--- src/rtl/core/stream_search_replace_assert.svh ---
// assertion macros for the stream search and replace core
// used by modules that carry a clk and an active-low arst_n in scope
`ifndef STREAM_SEARCH_REPLACE_ASSERT_SVH
`define STREAM_SEARCH_REPLACE_ASSERT_SVH

// consequent checked in the same cycle as the antecedent
`define SSR_ASSERT_SAME(lbl, ante, cons, msg) \
	lbl: assert property (@(posedge clk) disable iff (!arst_n) (ante) |-> (cons)) \
		else $error(msg);

// consequent checked in the cycle after the antecedent
`define SSR_ASSERT_NEXT(lbl, ante, cons, msg) \
	lbl: assert property (@(posedge clk) disable iff (!arst_n) (ante) |=> (cons)) \
		else $error(msg);

`endif

--- src/rtl/core/ssr_pkg.sv ---
// shared types and constants for the stream search and replace core
// no dependencies; imported by every module of the core
package ssr_pkg;

	localparam int MAX_LEN_DEF = 8;   // default longest pattern
	localparam int LIT_MAX     = 8;   // literal slots in one burst, upper bound of MAX_LEN
	localparam int REP_MAX     = 8;   // longest replacement
	localparam int CNT_W       = 32;

	typedef enum logic [1:0] {
		CFG_PATTERN = 2'd0,
		CFG_PLEN    = 2'd1,
		CFG_REPL    = 2'd2,
		CFG_RLEN    = 2'd3
	} cfg_idx_t;

	// configuration after range clamping
	typedef struct packed {
		logic [63:0] pattern;
		logic [3:0]  plen;
		logic [63:0] repl;
		logic [3:0]  rlen;
	} cfg_t;

	// everything one input byte yields, handed from matcher to emitter
	typedef struct packed {
		logic [LIT_MAX-1:0][7:0] lit;
		logic [3:0]              lit_cnt;
		logic [3:0]              rep_cnt;
		logic                    fin;
		logic [4:0]              tot;
		logic [CNT_W-1:0]        cnt_old;
		logic [CNT_W-1:0]        cnt_new;
	} burst_t;

endpackage

--- src/rtl/core/ssr_window.sv ---
// pending window, prefix matcher and replacement counter
// depends on ssr_pkg
module ssr_window import ssr_pkg::*; #(
	parameter int MAX_LEN = MAX_LEN_DEF
) (
	input  logic       clk,
	input  logic       arst_n,
	input  cfg_t       cfg,
	input  logic       pat_write,
	input  logic       go,
	input  logic [7:0] byte_s1,
	input  logic       final_s1,
	output burst_t     plan,
	output logic       has_results
);

	localparam int WIN_D = (MAX_LEN > 1) ? MAX_LEN - 1 : 1;
	localparam int PC_W  = $clog2(MAX_LEN + 1);

	logic [7:0]       win_q [WIN_D];
	logic [7:0]       win_n [WIN_D];
	logic [PC_W-1:0]  pc_q, pc_n, pc_inc, jstar, nstar, lit_n;
	logic             stale_q;
	logic [CNT_W-1:0] total_q, total_new;
	logic [7:0]       t [MAX_LEN];
	logic [MAX_LEN-1:0] cand;
	logic             hit, match;
	logic [4:0]       tot_raw;

	// text under test: pending bytes then the new byte
	genvar k;
	generate
		for (k = 0; k < MAX_LEN; k++) begin : g_text
			if (k < MAX_LEN - 1) begin : g_win
				assign t[k] = (PC_W'(k) < pc_q) ? win_q[k] :
					((PC_W'(k) == pc_q) ? byte_s1 : 8'h00);
			end else begin : g_tail
				assign t[k] = (PC_W'(k) == pc_q) ? byte_s1 : 8'h00;
			end
		end
	endgenerate

	assign pc_inc = pc_q + PC_W'(1);

	// candidate start offsets; a stale window only tries the new byte
	always_comb begin
		for (int j = 0; j < MAX_LEN; j++) begin
			cand[j] = (j <= int'(pc_q)) && (!stale_q || j == int'(pc_q));
			for (int i = 0; i < MAX_LEN; i++) begin
				if (i + j < MAX_LEN) begin
					if (i + j <= int'(pc_q) && t[i+j] != cfg.pattern[8*i +: 8])
						cand[j] = 1'b0;
				end
			end
		end
	end

	// leftmost surviving start
	always_comb begin
		hit   = 1'b0;
		jstar = pc_inc;
		for (int j = MAX_LEN - 1; j >= 0; j--) begin
			if (cand[j]) begin
				hit   = 1'b1;
				jstar = PC_W'(j);
			end
		end
	end

	assign nstar = pc_inc - jstar;
	assign match = hit && (int'(nstar) == int'(cfg.plen));
	assign lit_n = (!match && final_s1) ? pc_inc : jstar;

	assign total_new = (match && total_q != {CNT_W{1'b1}}) ? total_q + CNT_W'(1) : total_q;

	always_comb begin
		plan = '0;
		for (int i = 0; i < LIT_MAX; i++) begin
			if (i < MAX_LEN)
				plan.lit[i] = t[i];
		end
		plan.lit_cnt = 4'(lit_n);
		plan.rep_cnt = match ? cfg.rlen : 4'd0;
		plan.fin     = final_s1;
		tot_raw      = 5'(lit_n) + 5'(plan.rep_cnt);
		// a final byte with nothing to show still ends the stream with a bare marker
		plan.tot     = (final_s1 && tot_raw == 5'd0) ? 5'd1 : tot_raw;
		plan.cnt_old = total_q;
		plan.cnt_new = total_new;
		has_results  = (tot_raw != 5'd0) || final_s1;
	end

	// surviving bytes slide down to the front of the window
	always_comb begin
		for (int i = 0; i < WIN_D; i++) begin
			win_n[i] = 8'h00;
			for (int j = 0; j < MAX_LEN; j++) begin
				if (i + j < MAX_LEN) begin
					if (jstar == PC_W'(j))
						win_n[i] = t[i+j];
				end
			end
		end
	end

	assign pc_n = (match || final_s1) ? PC_W'(0) : nstar;

	always_ff @(posedge clk or negedge arst_n) begin
		if (!arst_n) begin
			pc_q    <= '0;
			stale_q <= 1'b0;
			total_q <= '0;
		end else begin
			if (pat_write)
				stale_q <= 1'b1;
			else if (go)
				stale_q <= 1'b0;
			if (go) begin
				pc_q    <= pc_n;
				total_q <= final_s1 ? '0 : total_new;
			end
		end
	end

	always_ff @(posedge clk) begin
		if (go)
			win_q <= win_n;
	end

endmodule

--- src/rtl/core/ssr_emit.sv ---
// burst register and output register: plays out one burst a result per cycle while out_ready allows
// depends on ssr_pkg and stream_search_replace_assert.svh
`include "stream_search_replace_assert.svh"

module ssr_emit import ssr_pkg::*; (
	input  logic             clk,
	input  logic             arst_n,
	input  burst_t           plan,
	input  logic             load,
	input  logic [63:0]      repl,
	output logic             free,
	output logic             out_valid,
	input  logic             out_ready,
	output logic [7:0]       out_byte,
	output logic             byte_present,
	output logic             run_last,
	output logic             stream_done,
	output logic [CNT_W-1:0] match_count
);

	logic             valid_s2;
	burst_t           b_s2;
	logic [4:0]       pos_q, ridx, lit_end, rep_end;
	logic             emit_go, last;
	logic [7:0]       sel_byte;
	logic             sel_present;
	logic [CNT_W-1:0] sel_cnt;
	logic             out_valid_q, byte_present_q, run_last_q, stream_done_q;
	logic [7:0]       out_byte_q;
	logic [CNT_W-1:0] match_count_q;

	assign emit_go = valid_s2 && (!out_valid_q || out_ready);
	assign last    = (pos_q == b_s2.tot - 5'd1);
	assign free    = !valid_s2 || (emit_go && last);

	assign lit_end = 5'(b_s2.lit_cnt);
	assign rep_end = lit_end + 5'(b_s2.rep_cnt);
	assign ridx    = pos_q - lit_end;

	always_comb begin
		sel_byte    = 8'h00;
		sel_present = 1'b0;
		sel_cnt     = b_s2.cnt_new;
		if (pos_q < lit_end) begin
			sel_present = 1'b1;
			sel_cnt     = b_s2.cnt_old;
			for (int k = 0; k < LIT_MAX; k++) begin
				if (pos_q == 5'(k))
					sel_byte = b_s2.lit[k];
			end
		end else if (pos_q < rep_end) begin
			sel_present = 1'b1;
			for (int k = 0; k < REP_MAX; k++) begin
				if (ridx == 5'(k))
					sel_byte = repl[8*k +: 8];
			end
		end
	end

	always_ff @(posedge clk or negedge arst_n) begin
		if (!arst_n) begin
			valid_s2    <= 1'b0;
			pos_q       <= '0;
			out_valid_q <= 1'b0;
		end else begin
			if (load) begin
				valid_s2 <= 1'b1;
				pos_q    <= '0;
			end else if (emit_go && last) begin
				valid_s2 <= 1'b0;
			end else if (emit_go) begin
				pos_q <= pos_q + 5'd1;
			end
			if (emit_go)
				out_valid_q <= 1'b1;
			else if (out_ready)
				out_valid_q <= 1'b0;
		end
	end

	always_ff @(posedge clk) begin
		if (load)
			b_s2 <= plan;
		if (emit_go) begin
			out_byte_q     <= sel_byte;
			byte_present_q <= sel_present;
			run_last_q     <= last;
			stream_done_q  <= last && b_s2.fin;
			match_count_q  <= sel_cnt;
		end
	end

	assign out_valid    = out_valid_q;
	assign out_byte     = out_byte_q;
	assign byte_present = byte_present_q;
	assign run_last     = run_last_q;
	assign stream_done  = stream_done_q;
	assign match_count  = match_count_q;

	`SSR_ASSERT_SAME(a_pos_in_range, valid_s2, pos_q < b_s2.tot, "burst position past its end")
	`SSR_ASSERT_SAME(a_load_when_free, load, free, "burst loaded while previous one still playing")
	`SSR_ASSERT_SAME(a_burst_nonempty, load, plan.tot != 5'd0, "empty burst loaded")
	`SSR_ASSERT_NEXT(a_last_frees, emit_go && last && !load, !valid_s2, "burst kept after last result")

endmodule

--- src/rtl/core/stream_search_replace.sv ---
// top level of the stream search and replace core
// depends on ssr_pkg, ssr_window and ssr_emit
// the first result of an accepted byte goes through the input, burst and output registers
// throughput: one byte per cycle while out_ready is high and each yields at most one result;
//   a byte with more than one result (stale flush, mismatch run, replacement) stalls input
// reset: control, counters and config go to defaults; data and window bytes are not cleared
module stream_search_replace import ssr_pkg::*; #(
	parameter int MAX_LEN = MAX_LEN_DEF
) (
	input  logic             clk,
	input  logic             arst_n,
	// configuration writes
	input  logic             cfg_wr_en,
	input  logic [1:0]       cfg_index,
	input  logic [63:0]      cfg_data,
	// input stream
	input  logic             in_valid,
	output logic             in_ready,
	input  logic [7:0]       in_byte,
	input  logic             final_byte,
	// result stream
	output logic             out_valid,
	input  logic             out_ready,
	output logic [7:0]       out_byte,
	output logic             byte_present,
	output logic             run_last,
	output logic             stream_done,
	output logic [CNT_W-1:0] match_count
);

	// configuration registers, raw as written
	logic [63:0] pattern_q, repl_q;
	logic [3:0]  plen_q, rlen_q;
	cfg_t        cfg;
	logic        pat_write;
	cfg_idx_t    widx;

	// input register stage
	logic        valid_s1, final_s1;
	logic [7:0]  byte_s1;

	// handoff between matcher and emitter
	burst_t      plan;
	logic        has_results, emit_free, proc_go;

	assign widx      = cfg_idx_t'(cfg_index);
	// any pattern change turns the pending bytes into plain text
	assign pat_write = cfg_wr_en && (widx == CFG_PATTERN || widx == CFG_PLEN);

	always_ff @(posedge clk or negedge arst_n) begin
		if (!arst_n) begin
			pattern_q <= '0;
			plen_q    <= 4'd1;
			repl_q    <= '0;
			rlen_q    <= '0;
		end else if (cfg_wr_en) begin
			unique case (widx)
				CFG_PATTERN: pattern_q <= cfg_data;
				CFG_PLEN:    plen_q    <= cfg_data[3:0];
				CFG_REPL:    repl_q    <= cfg_data;
				CFG_RLEN:    rlen_q    <= cfg_data[3:0];
				default:     pattern_q <= pattern_q;
			endcase
		end
	end

	// clamp lengths into their legal ranges
	always_comb begin
		cfg.pattern = pattern_q;
		cfg.repl    = repl_q;
		if (plen_q == 4'd0)
			cfg.plen = 4'd1;
		else if (int'(plen_q) > MAX_LEN)
			cfg.plen = 4'(MAX_LEN);
		else
			cfg.plen = plen_q;
		cfg.rlen = (int'(rlen_q) > REP_MAX) ? 4'(REP_MAX) : rlen_q;
	end

	// a byte that yields nothing can retire even while the emitter is busy
	assign proc_go  = valid_s1 && (emit_free || !has_results);
	assign in_ready = !valid_s1 || proc_go;

	always_ff @(posedge clk or negedge arst_n) begin
		if (!arst_n)
			valid_s1 <= 1'b0;
		else if (in_valid && in_ready)
			valid_s1 <= 1'b1;
		else if (proc_go)
			valid_s1 <= 1'b0;
	end

	always_ff @(posedge clk) begin
		if (in_valid && in_ready) begin
			byte_s1  <= in_byte;
			final_s1 <= final_byte;
		end
	end

	// window state, match search and counter update
	ssr_window #(
		.MAX_LEN (MAX_LEN)
	) u_window (
		.clk         (clk),
		.arst_n      (arst_n),
		.cfg         (cfg),
		.pat_write   (pat_write),
		.go          (proc_go),
		.byte_s1     (byte_s1),
		.final_s1    (final_s1),
		.plan        (plan),
		.has_results (has_results)
	);

	// result sequencing and the output transaction register
	ssr_emit u_emit (
		.clk          (clk),
		.arst_n       (arst_n),
		.plan         (plan),
		.load         (proc_go && has_results),
		.repl         (cfg.repl),
		.free         (emit_free),
		.out_valid    (out_valid),
		.out_ready    (out_ready),
		.out_byte     (out_byte),
		.byte_present (byte_present),
		.run_last     (run_last),
		.stream_done  (stream_done),
		.match_count  (match_count)
	);

endmodule
--- config.mk ---
export PLATFORM = sky130hd
export DESIGN_NAME = stream_search_replace
export DESIGN_NICKNAME = d
export VERILOG_FILES = /design/src/rtl/core/ssr_pkg.sv /design/src/rtl/core/ssr_window.sv /design/src/rtl/core/ssr_emit.sv /design/src/rtl/core/stream_search_replace.sv
export VERILOG_INCLUDE_DIRS = /design/src /design/src/rtl/core
export SDC_FILE = /design/constraint.sdc
export NUM_CORES = 1
export LEC_CHECK = 0
export BUFFER_PORTS_ARGS = -buffer_cell sky130_fd_sc_hd__buf_4
export CORE_MARGIN = 2
export CORE_UTILIZATION = 45
export DETAILED_ROUTE_END_ITERATION = 12
export PLACE_DENSITY_LB_ADDON = 0.1
export SETUP_SLACK_MARGIN = 0.05
export SLEW_MARGIN = 10
export SYNTH_ARGS = -nofsm -noshare
export SYNTH_HDL_FRONTEND = slang
export SYNTH_SLANG_ARGS = --single-unit
--- constraint.sdc ---
create_clock -name clk -period 25 [get_ports clk]
set_clock_uncertainty 0.1 [all_clocks]
set_input_delay 2.5 -clock clk [delete_from_list [all_inputs] [get_ports clk]]
set_output_delay 2.5 -clock clk [all_outputs]
set_load 0.1 [all_outputs]
---- Word-level counts from Yosys, hierarchy flattened ----
Cells that the tools add are included.
cells by class
  bitwise operators ....................... 0
  divide/modulo/power cells ............... 0
  multiply operators ...................... 0
  add/sub/neg operators ................... 8
  shifts and indexed selects .............. 0
  $lt $le $gt $ge ......................... 18
  equal/unequal tests ..................... 78
  reduce and logical (&&, ||, !) cells .... 93
  mux-type cells .......................... 140
operators by type and width
  kind                   count
  $mux 8                 68
  $ne 8x8->1             36
  $mux 32                3
  $mux 4                 14
  $logic_and 1x1->1      53
  $mux 1                 52
  $eq 5x3->1 const B     8
  $add 32x1->32 const B  1
  $ne 32x32->1 const B   1
  $eq 3x4->1 const A     6
  $eq 5x2->1 const B     4
  $eq 4x3->1 const B     4
  $eq 4x4->1 const A     4
  $le 3x4->1 const A     4
  $logic_not 4->1        4
  $logic_not 5->1        3
  $logic_or 1x1->1       15
  $mux 5                 3
  $eq 2x4->1 const A     3
  $lt 3x4->1 const A     3
  $add 4x4->5            2
  $eq 5x1->1 const B     2
  $reduce_and 2->1       5
  $reduce_bool 2->1      5
  23 further kinds       34
storage, ports and cells
  bits in latches ......................... 0
  bits in read-only memories .............. 0
  memories kept ........................... 0
  RAM bits ................................ 0
  output and inout bits ................... 45
  register bits after elaboration ......... 431
  input port bits ......................... 80

---- Longest topological paths before layout ----
Gate-level depths: netlist of the first run.
  depth after elaboration ................. 29
  mapped depth ............................ 42
  depth with buffers taken out ............ 33

---- By module ----
From an unflattened synthesis of the first run, not the netlist that was laid out.
second synthesis, totals
  cells, all modules ...................... 2713
  area, all modules ....................... 28608.7 um^2
by module, submodules not included
  module                 cells an instance  area an instance (um^2)  instances  sequential area each (um^2)
  ssr_window             1836               14217.4                  1          2607.5
  ssr_emit               561                8374.3                   1          5730.5
  stream_search_replace  316                6017.0                   1          3699.8

---- Least setup slack after synthesis of the first run ----
No wires, ideal clock.
  path type ............................... register to register
  start ................................... register u_window.pc_q[0]
  end ..................................... register u_emit.b_s2[0] in the netlist's numbering, enable pin
  stages on the path, launching flop included .. 40
  data arrival time ....................... 14.155 ns
  setup time .............................. 0.653 ns
  setup slack ............................. 10.092 ns
  path through ............................ dfrtp_1 clkbuf_1 buf_2 buf_2 inv_1 ha_1 clkbuf_1 clkbuf_1 nand2_1 o311a_1 buf_2 xnor2_1 nor4_1 a21oi_1 nor4_4 nand2_1 a311o_1 inv_2 (+4 left out) fa_1 xor2_1 nor3_1 a31oi_1 o32a_1 a21oi_1 nand2_1 nand2_1 mux2_2 fa_1 xor2_1 or3_1 or3_1 nor2_1 o21ai_0 clkbuf_1 clkbuf_1 nor2_1
RTL lines
  element                 line               RTL
  start, declared         ssr_window.sv:22   logic [PC_W-1:0] pc_q, pc_n, pc_inc, jstar, nstar, lit_n;
  start signal, assigned  ssr_window.sv:119  pc_q <= pc_n;
  end signal, assigned    ssr_emit.sv:83     b_s2 <= plan;
  end, declared           ssr_emit.sv:22     burst_t b_s2;

==> results.cfg, run 1 <==
[drt]
wl_um = 104000
wire_per_inst_um = 29.8
detail_route.first_pass.iterations = 6
via_per_inst = 6.51
num_vias = 22700
ant_nets = 0
drc_errors = 0
drt_first_iter_violations = 2508

[synthesis]
syn_inst = 2666
syn_area_per_cell_um2 = 10.3
synth_flop_cell = edfxtp_1
synth_edf_count = 250
async_reset_ff_share_pct = 42.0
syn-num-nets = 2780
synth_warnings = 0
syn_area_um2 = 27600
seq_area_frac_synth_pct = 43.7
synthDistinctLibCells = 125
ys_ff_latch = 431

[clock_tree]
cts_buffers = 49
cts.sinks = 431
cts_resized = 0
ctsLongestPathBuffers = 3
clock-root-buffer = clkbuf_16
clk_pin_slew_ns = 0.06
cts.htree.levels = 2
cts_tree = done
clk_latency_ns = 0.64
cts_hold_buf = 0
postCtsSetupRepairBufs = 0

[power_and_ir_drop]
peakVddDrop_uv = 65.6
p_total_w = 0.00424
leakage_nw = 11.9
powerDensity_nw_per_um2 = 139

[worst_setup_path]
end_kind = output pin
required_ns = 22.40
cp-start-kind = flop
critPathKind = flop to output pin
cpMostUsedCell = nand2_1
cp_slowest_stage_delay_ns = 0.84
cp_max_fo = 49
arrival_ns = 10.64
cp_slowest_cell = o311a_1

[sta]
final.min_clock_period_ns = 13.24
rsz0062_at_grt = false
tightest_slew_ns = 1.18
hold_slack_ns = 0.388
fmax_ghz = 0.0756
setup_ws_ns = 11.76
maxSlewViolCount = 0
hold_viol = 0
setup_tns_ns = 0
setup_viol = 0
fin_crit_sh_pct = 52.9
relSlewSlack_pct = 20.4

[global_routing]
grt_pass1_wl_um = 151000
grt_overflow = 0
grt_max_degree = 77
grt_antenna_before_repair = 6
grt_pass1_vias = 21900
grt_usage_pct = 32.5

[floorplanning]
chipHeight_um = 252
rows = 90
core_um2 = 60500
dieArea_um2 = 63300
initial_core_util_pct = 45.6
io_pins = 125
die_w_um = 252

[min_path]
worstHoldPathType = flop to flop

[flow_run]
maxCapViolCount = 0

[placed_design]
dp_hpwl_um = 74400
port_buffers = 124
preCtsSetupSlack_ns = 12.59
gp_congestion = 1.06

[status]
status = finished, final reports clean

[finish]
drive_gt1_share_pct = 19.3
final_core_util_pct = 50.4
fin_nets = 2778
areaGrowthSynthToFinish_pct = 10.6
[report_power, final]
group / total, W / internal (W) / switching (W)
clock network: 0.000747 / 0.000441 / 0.000306
registers: 0.00127 / 0.00107 / 0.000198
logic: 0.00223 / 0.000710 / 0.00152
total: 0.00424 / 0.00222 / 0.00202
[per-layer routing]
layer	part of all wire (%)	global-route usage [%]	vias to the layer above	wire (um)
li1	-	-	9876	-
met2	45	50.5	1274	46300
met5	0.033	0	-	34
met3	9.1	6.53	342	9490
met4	6.5	18.8	6	6790
met1	40	42.1	11200	41100
[metrics by stage]
step	cell area [um2]	cells
floorplan	27600	2666
global placement	28800	3395
detailed placement	28800	3395
CTS	30500	3483
global route	30500	3484
finish	30500	3485
[state kept, by name, summed over array words and instances (netlist names), 5 cells and up]
name,cells
byte_s1,8
u_window.total_q,32
repl_q,64
u_emit.pos_q,5
pattern_q,64
u_window.win_q,56
u_emit.out_byte,8
u_emit.b_s2,142
u_emit.match_count,32
[critical path, delay by kind of cell (launching register included)]
kind / cells / cell delay, ns
fa+ha+maj: 5 / 2.22
flops: 1 / 0.51
mux: 1 / 0.30
compound gates: 6 / 2.05
simple gates: 13 / 3.24
buf+inv: 6 / 1.52
xor+xnor: 1 / 0.15
[cell type report]
| class | count | area (um2) |
|---|---|---|
| Clock buffer | 71 | 1470 |
| Antenna cell | 2 | 5.00 |
| Tap cell | 782 | 978 |
| Clock inverter | 17 | 205 |
| Multi-Input combinational cell | 1871 | 14000 |
| Sequential cell | 431 | 12000 |
| Inverter | 136 | 515 |
| Fill cell | 5455 | 30000 |
| Timing Repair Buffer | 175 | 1320 |
[synthesized netlist by cell type, drive strengths merged, types with 15 or more instances]
cell type / count / area share, %
a22oi: 23 / 0.63
nand2: 153 / 2.1
and2: 39 / 0.89
nor4: 40 / 1.1
a221oi: 15 / 0.86
nor2: 137 / 2.0
buf: 105 / 2.3
nand2b: 21 / 0.48
inv: 133 / 1.8
o21ai: 114 / 2.1
clkbuf: 123 / 1.7
mux2: 178 / 7.3
nand4: 23 / 0.57
nor3: 52 / 1.1
mux2i: 55 / 2.0
a21o: 17 / 0.46
a21oi: 152 / 2.8
ha: 30 / 1.4
edfxtp: 250 / 27
o211ai: 23 / 0.64
xnor2: 191 / 6.1
a31oi: 15 / 0.36
dfrtp: 180 / 16
and3: 58 / 1.3
nand3b: 18 / 0.54
a211oi: 27 / 0.73
nor2b: 30 / 0.68
o22ai: 69 / 1.6
nand3: 50 / 0.95
xor2: 58 / 1.8
[logic make-up after synthesis]
group | Yosys count | synth area share, %
flops | 431 | 43.7
buf+inv | 364 | 5.87
mux | 241 | 9.96
xor+xnor | 249 | 7.91
simple gates | 702 | 14.3
fa+ha+maj | 34 | 1.65
compound gates | 645 | 16.7
[final timing paths]
kind / end / slack (ns) / cells after the start / start
min in group asynchronous: pattern_q[6]$_DFFE_PN0P_ / 1.74 / 1 / arst_n
worst max-delay path: in_ready / 11.76 / 32 / u_window.pc_q[1]$_DFFE_PN0P_
worst min register to register: u_emit.out_valid$_DFFE_PN0P_ / 0.39 / 1 / u_emit.valid_s2$_DFFE_PN0P_
max in group asynchronous: u_window.pc_q[2]$_DFFE_PN0P_ / 21.62 / 2 / arst_n
worst max register to register: u_emit.b_s2[141]$_DFFE_PP_ / 12.78 / 33 / u_window.pc_q[1]$_DFFE_PN0P_
worst min-delay path: u_emit.out_valid$_DFFE_PN0P_ / 0.39 / 1 / u_emit.valid_s2$_DFFE_PN0P_
[layout by cell type (no fill, tap or decap), types with 22 or more instances in the layout]
| cell type | Yosys | final |
|---|---|---|
| mux2i_1 | 54 | 54 |
| xor2_1 | 58 | 58 |
| o22ai_1 | 69 | 69 |
| and2_1 | 36 | 35 |
| a21oi_1 | 151 | 151 |
| nand3_1 | 49 | 49 |
| xnor2_1 | 191 | 191 |
| nor2b_1 | 30 | 30 |
| nor2_1 | 133 | 131 |
| a22oi_1 | 23 | 23 |
| buf_4 | 20 | 174 |
| nor3_1 | 46 | 46 |
| and3_1 | 58 | 58 |
| clkbuf_16 | 0 | 52 |
| o211ai_1 | 22 | 22 |
| edfxtp_1 | 250 | 250 |
| o21ai_0 | 96 | 95 |
| ha_1 | 30 | 30 |
| a211oi_1 | 27 | 27 |
| dfrtp_1 | 180 | 178 |
| mux2_2 | 176 | 176 |
| nand2_1 | 150 | 150 |
| inv_1 | 126 | 125 |
| nor4_1 | 34 | 34 |
(Power assumes the default switching activity.)
==> run 2, diff against run 1 <==
==> constraint.sdc (replaced) <==
create_clock -name clk -period 10.9 [get_ports clk]
set_clock_uncertainty 0.1 [all_clocks]
set_input_delay 1.09 -clock clk [delete_from_list [all_inputs] [get_ports clk]]
set_output_delay 1.09 -clock clk [all_outputs]
set_load 0.1 [all_outputs]
==> run 2 against run 1 <==
Against the previous run: clock power is 130% higher; die area stayed put; final area is 0.60% higher; sequential share of layout area is 0.24 points lower; non-clock buffer count is 23 higher; power is 130% higher; first-iteration DRC count is 12% higher; global-route usage is 1.3 points higher; sequential cell count stayed put; cell count is 0.66% higher; hold slack worse by 0.0014 ns; critical endpoint unchanged; largest cell class unchanged; highest routed layer unchanged.
==> results.cfg, run 2 (synthesis gave the netlist of run 1 again) <==
[finish]
regMostFlops = u_emit.b_s2
multi_input_area_um2 = 14000
drive_gt1_share_pct = 20.0
largest_registers = u_emit.b_s2: 142 flops, pattern_q: 64 flops, repl_q: 64 flops
antenna_cells = 0
final_cell_mix = 250 x edfxtp_1, 194 x buf_4, 191 x xnor2_1
fin_nets = 2800
final_area_um2 = 30700
ff_latch_area_um2 = 12000
final_core_util_pct = 50.8
largest_reg_flops = 142
layout_commonest_cell = edfxtp_1
areaGrowthSynthToFinish_pct = 11.3
fillCellCount = 5478

[worst_setup_path]
critPathLaunch = u_window.pc_q[0]$_DFFE_PN0P_
cp-start-kind = flop
end_kind = output pin
critPathKind = flop to output pin
cp_slowest_stage_delay_ns = 0.67
arrival_ns = 9.32
required_ns = 9.71
cp_slowest_cell = dfrtp_1
rr_startpoint = u_window.pc_q[0]$_DFFE_PN0P_
cp_max_fo = 14

[clock_tree]
postCtsSetupRepairBufs = 0
cts.sinks = 431
ctsLongestPathBuffers = 3
clk_pin_slew_ns = 0.06
clk_latency_ns = 0.64
cts_buffers = 48
clock-root-buffer = clkbuf_16
cts.htree.levels = 2
cts_tree = done

[placed_design]
dp_hpwl_um = 78300
port_buffers = 124
dpl_cell_area_um2 = 29000
gp_congestion = 1.05

[global_routing]
grt_overflow = 0
grt_antenna_before_repair = 7
grt_max_degree = 119
grt_pass1_wl_um = 155000
grt_pass1_vias = 21900
grt_usage_pct = 33.8

[min_path]
min-delay-start = u_emit.valid_s2$_DFFE_PN0P_
worstHoldPathType = flop to flop

[floorplanning]
core_um2 = 60500
chipHeight_um = 252
rows = 90
dieArea_um2 = 63300
initial_core_util_pct = 45.6
die_w_um = 252
io_pins = 125

[power_and_ir_drop]
p_switching_w = 0.00468
combPwrFrac_pct = 52.6
leakage_nw = 12.0
power_switching_share_pct = 47.8
seq_power_share_pct = 30.2
internal_power_w = 0.00511
powerDensity_nw_per_um2 = 319
pwr-share-clk_pct = 17.2
peakVddDrop_uv = 182

[drt]
drc_errors = 0
num_vias = 22900
drt_first_iter_violations = 2809
detail_route.first_pass.iterations = 8
ant_nets = 0
wl_um = 109000
wire_per_inst_um = 31.0
via_per_inst = 6.52

[sta]
final.min_clock_period_ns = 10.51
rsz0062_at_grt = false
fin_crit_sh_pct = 96.4
setup_viol = 0
hold_slack_ns = 0.387
setup_tns_ns = 0
maxSlewViolCount = 0
fmax_ghz = 0.0951
relSlewSlack_pct = 12.3
tightest_slew_ns = 1.31
hold_viol = 0

[status]
status = finished, final reports clean

[flow_run]
maxCapViolCount = 0
-- run 2: cell count changes in the layout (fill, tap and decap cells not counted), sizes merged --
cell,delta
buf,+23
clkbuf,-6
clkinv,+6
clkinvlp,+2
diode,-2
bufinv,+1
inv,-1
-- run 2: what timing repair did --
item                       CTS  global route
setup endpoints to repair    0             1
resized for setup            0             5
hold buffers                 0             0
-- run 2: final timing paths --
check | to | slack [ns] | cells past startpoint
setup / recovery | in_ready | 0.39 | 30
hold / removal | u_emit.out_valid$_DFFE_PN0P_ | 0.39 | 1
setup reg to reg | u_window.win_q[21]$_DFFE_PP_ | 1.01 | 31
hold reg to reg | u_emit.out_valid$_DFFE_PN0P_ | 0.39 | 1
max in group asynchronous | u_window.pc_q[2]$_DFFE_PN0P_ | 8.52 | 2
min in group asynchronous | pattern_q[27]$_DFFE_PN0P_ | 0.54 | 1
-- run 2: final cells by class --
| cell class | count | area share, % |
|---|---|---|
| clock buffer | 65 | 4.49 |
| clock inverter | 25 | 0.868 |
| inverter | 136 | 1.68 |
| multi-input combinational | 1871 | 45.6 |
| sequential | 431 | 39.2 |
| tap | 782 | 3.19 |
| timing repair buffer | 198 | 4.99 |
-- run 2: power groups by stage --
stage               Combinational [W]  Clock [W]  Sequential [W]
global route                  0.00540    0.00178         0.00299
CTS                           0.00505    0.00171         0.00294
detailed placement            0.00503          0         0.00296
global placement              0.00501          0         0.00295
finish                        0.00515    0.00169         0.00296
floorplan                     0.00314          0         0.00320
-- run 2: worst max-delay path, delay by kind of cell, from the launching register on --
family	cells	cell delay, ns
flip-flops	1	0.67
multiplexers	1	0.41
AND/OR/NAND/NOR	12	3.22
AO/OA/AOI/OAI	6	1.53
buffers and inverters	5	0.85
XOR/XNOR	2	0.38
adder cells (fa/ha/maj)	4	1.65
-- run 2: per-layer routing --
metal  wire length, um  track usage [%]  up-vias
met3              9830             6.33      362
met2             49100             53.6     1283
met4              6660             18.4        6
li1                  -                -     9935
met1             43000             43.7    11300
met5                45                0        -
-- run 2: stage by stage --
step,power (W),cells,setup WS [ns]
finish,0.00979,3508,0.390
global route,0.0102,3508,0.0990
CTS,0.00970,3508,0.258
detailed placement,0.00799,3418,0.947
global placement,0.00796,3418,1.02
floorplan,0.00634,2666,0.0838
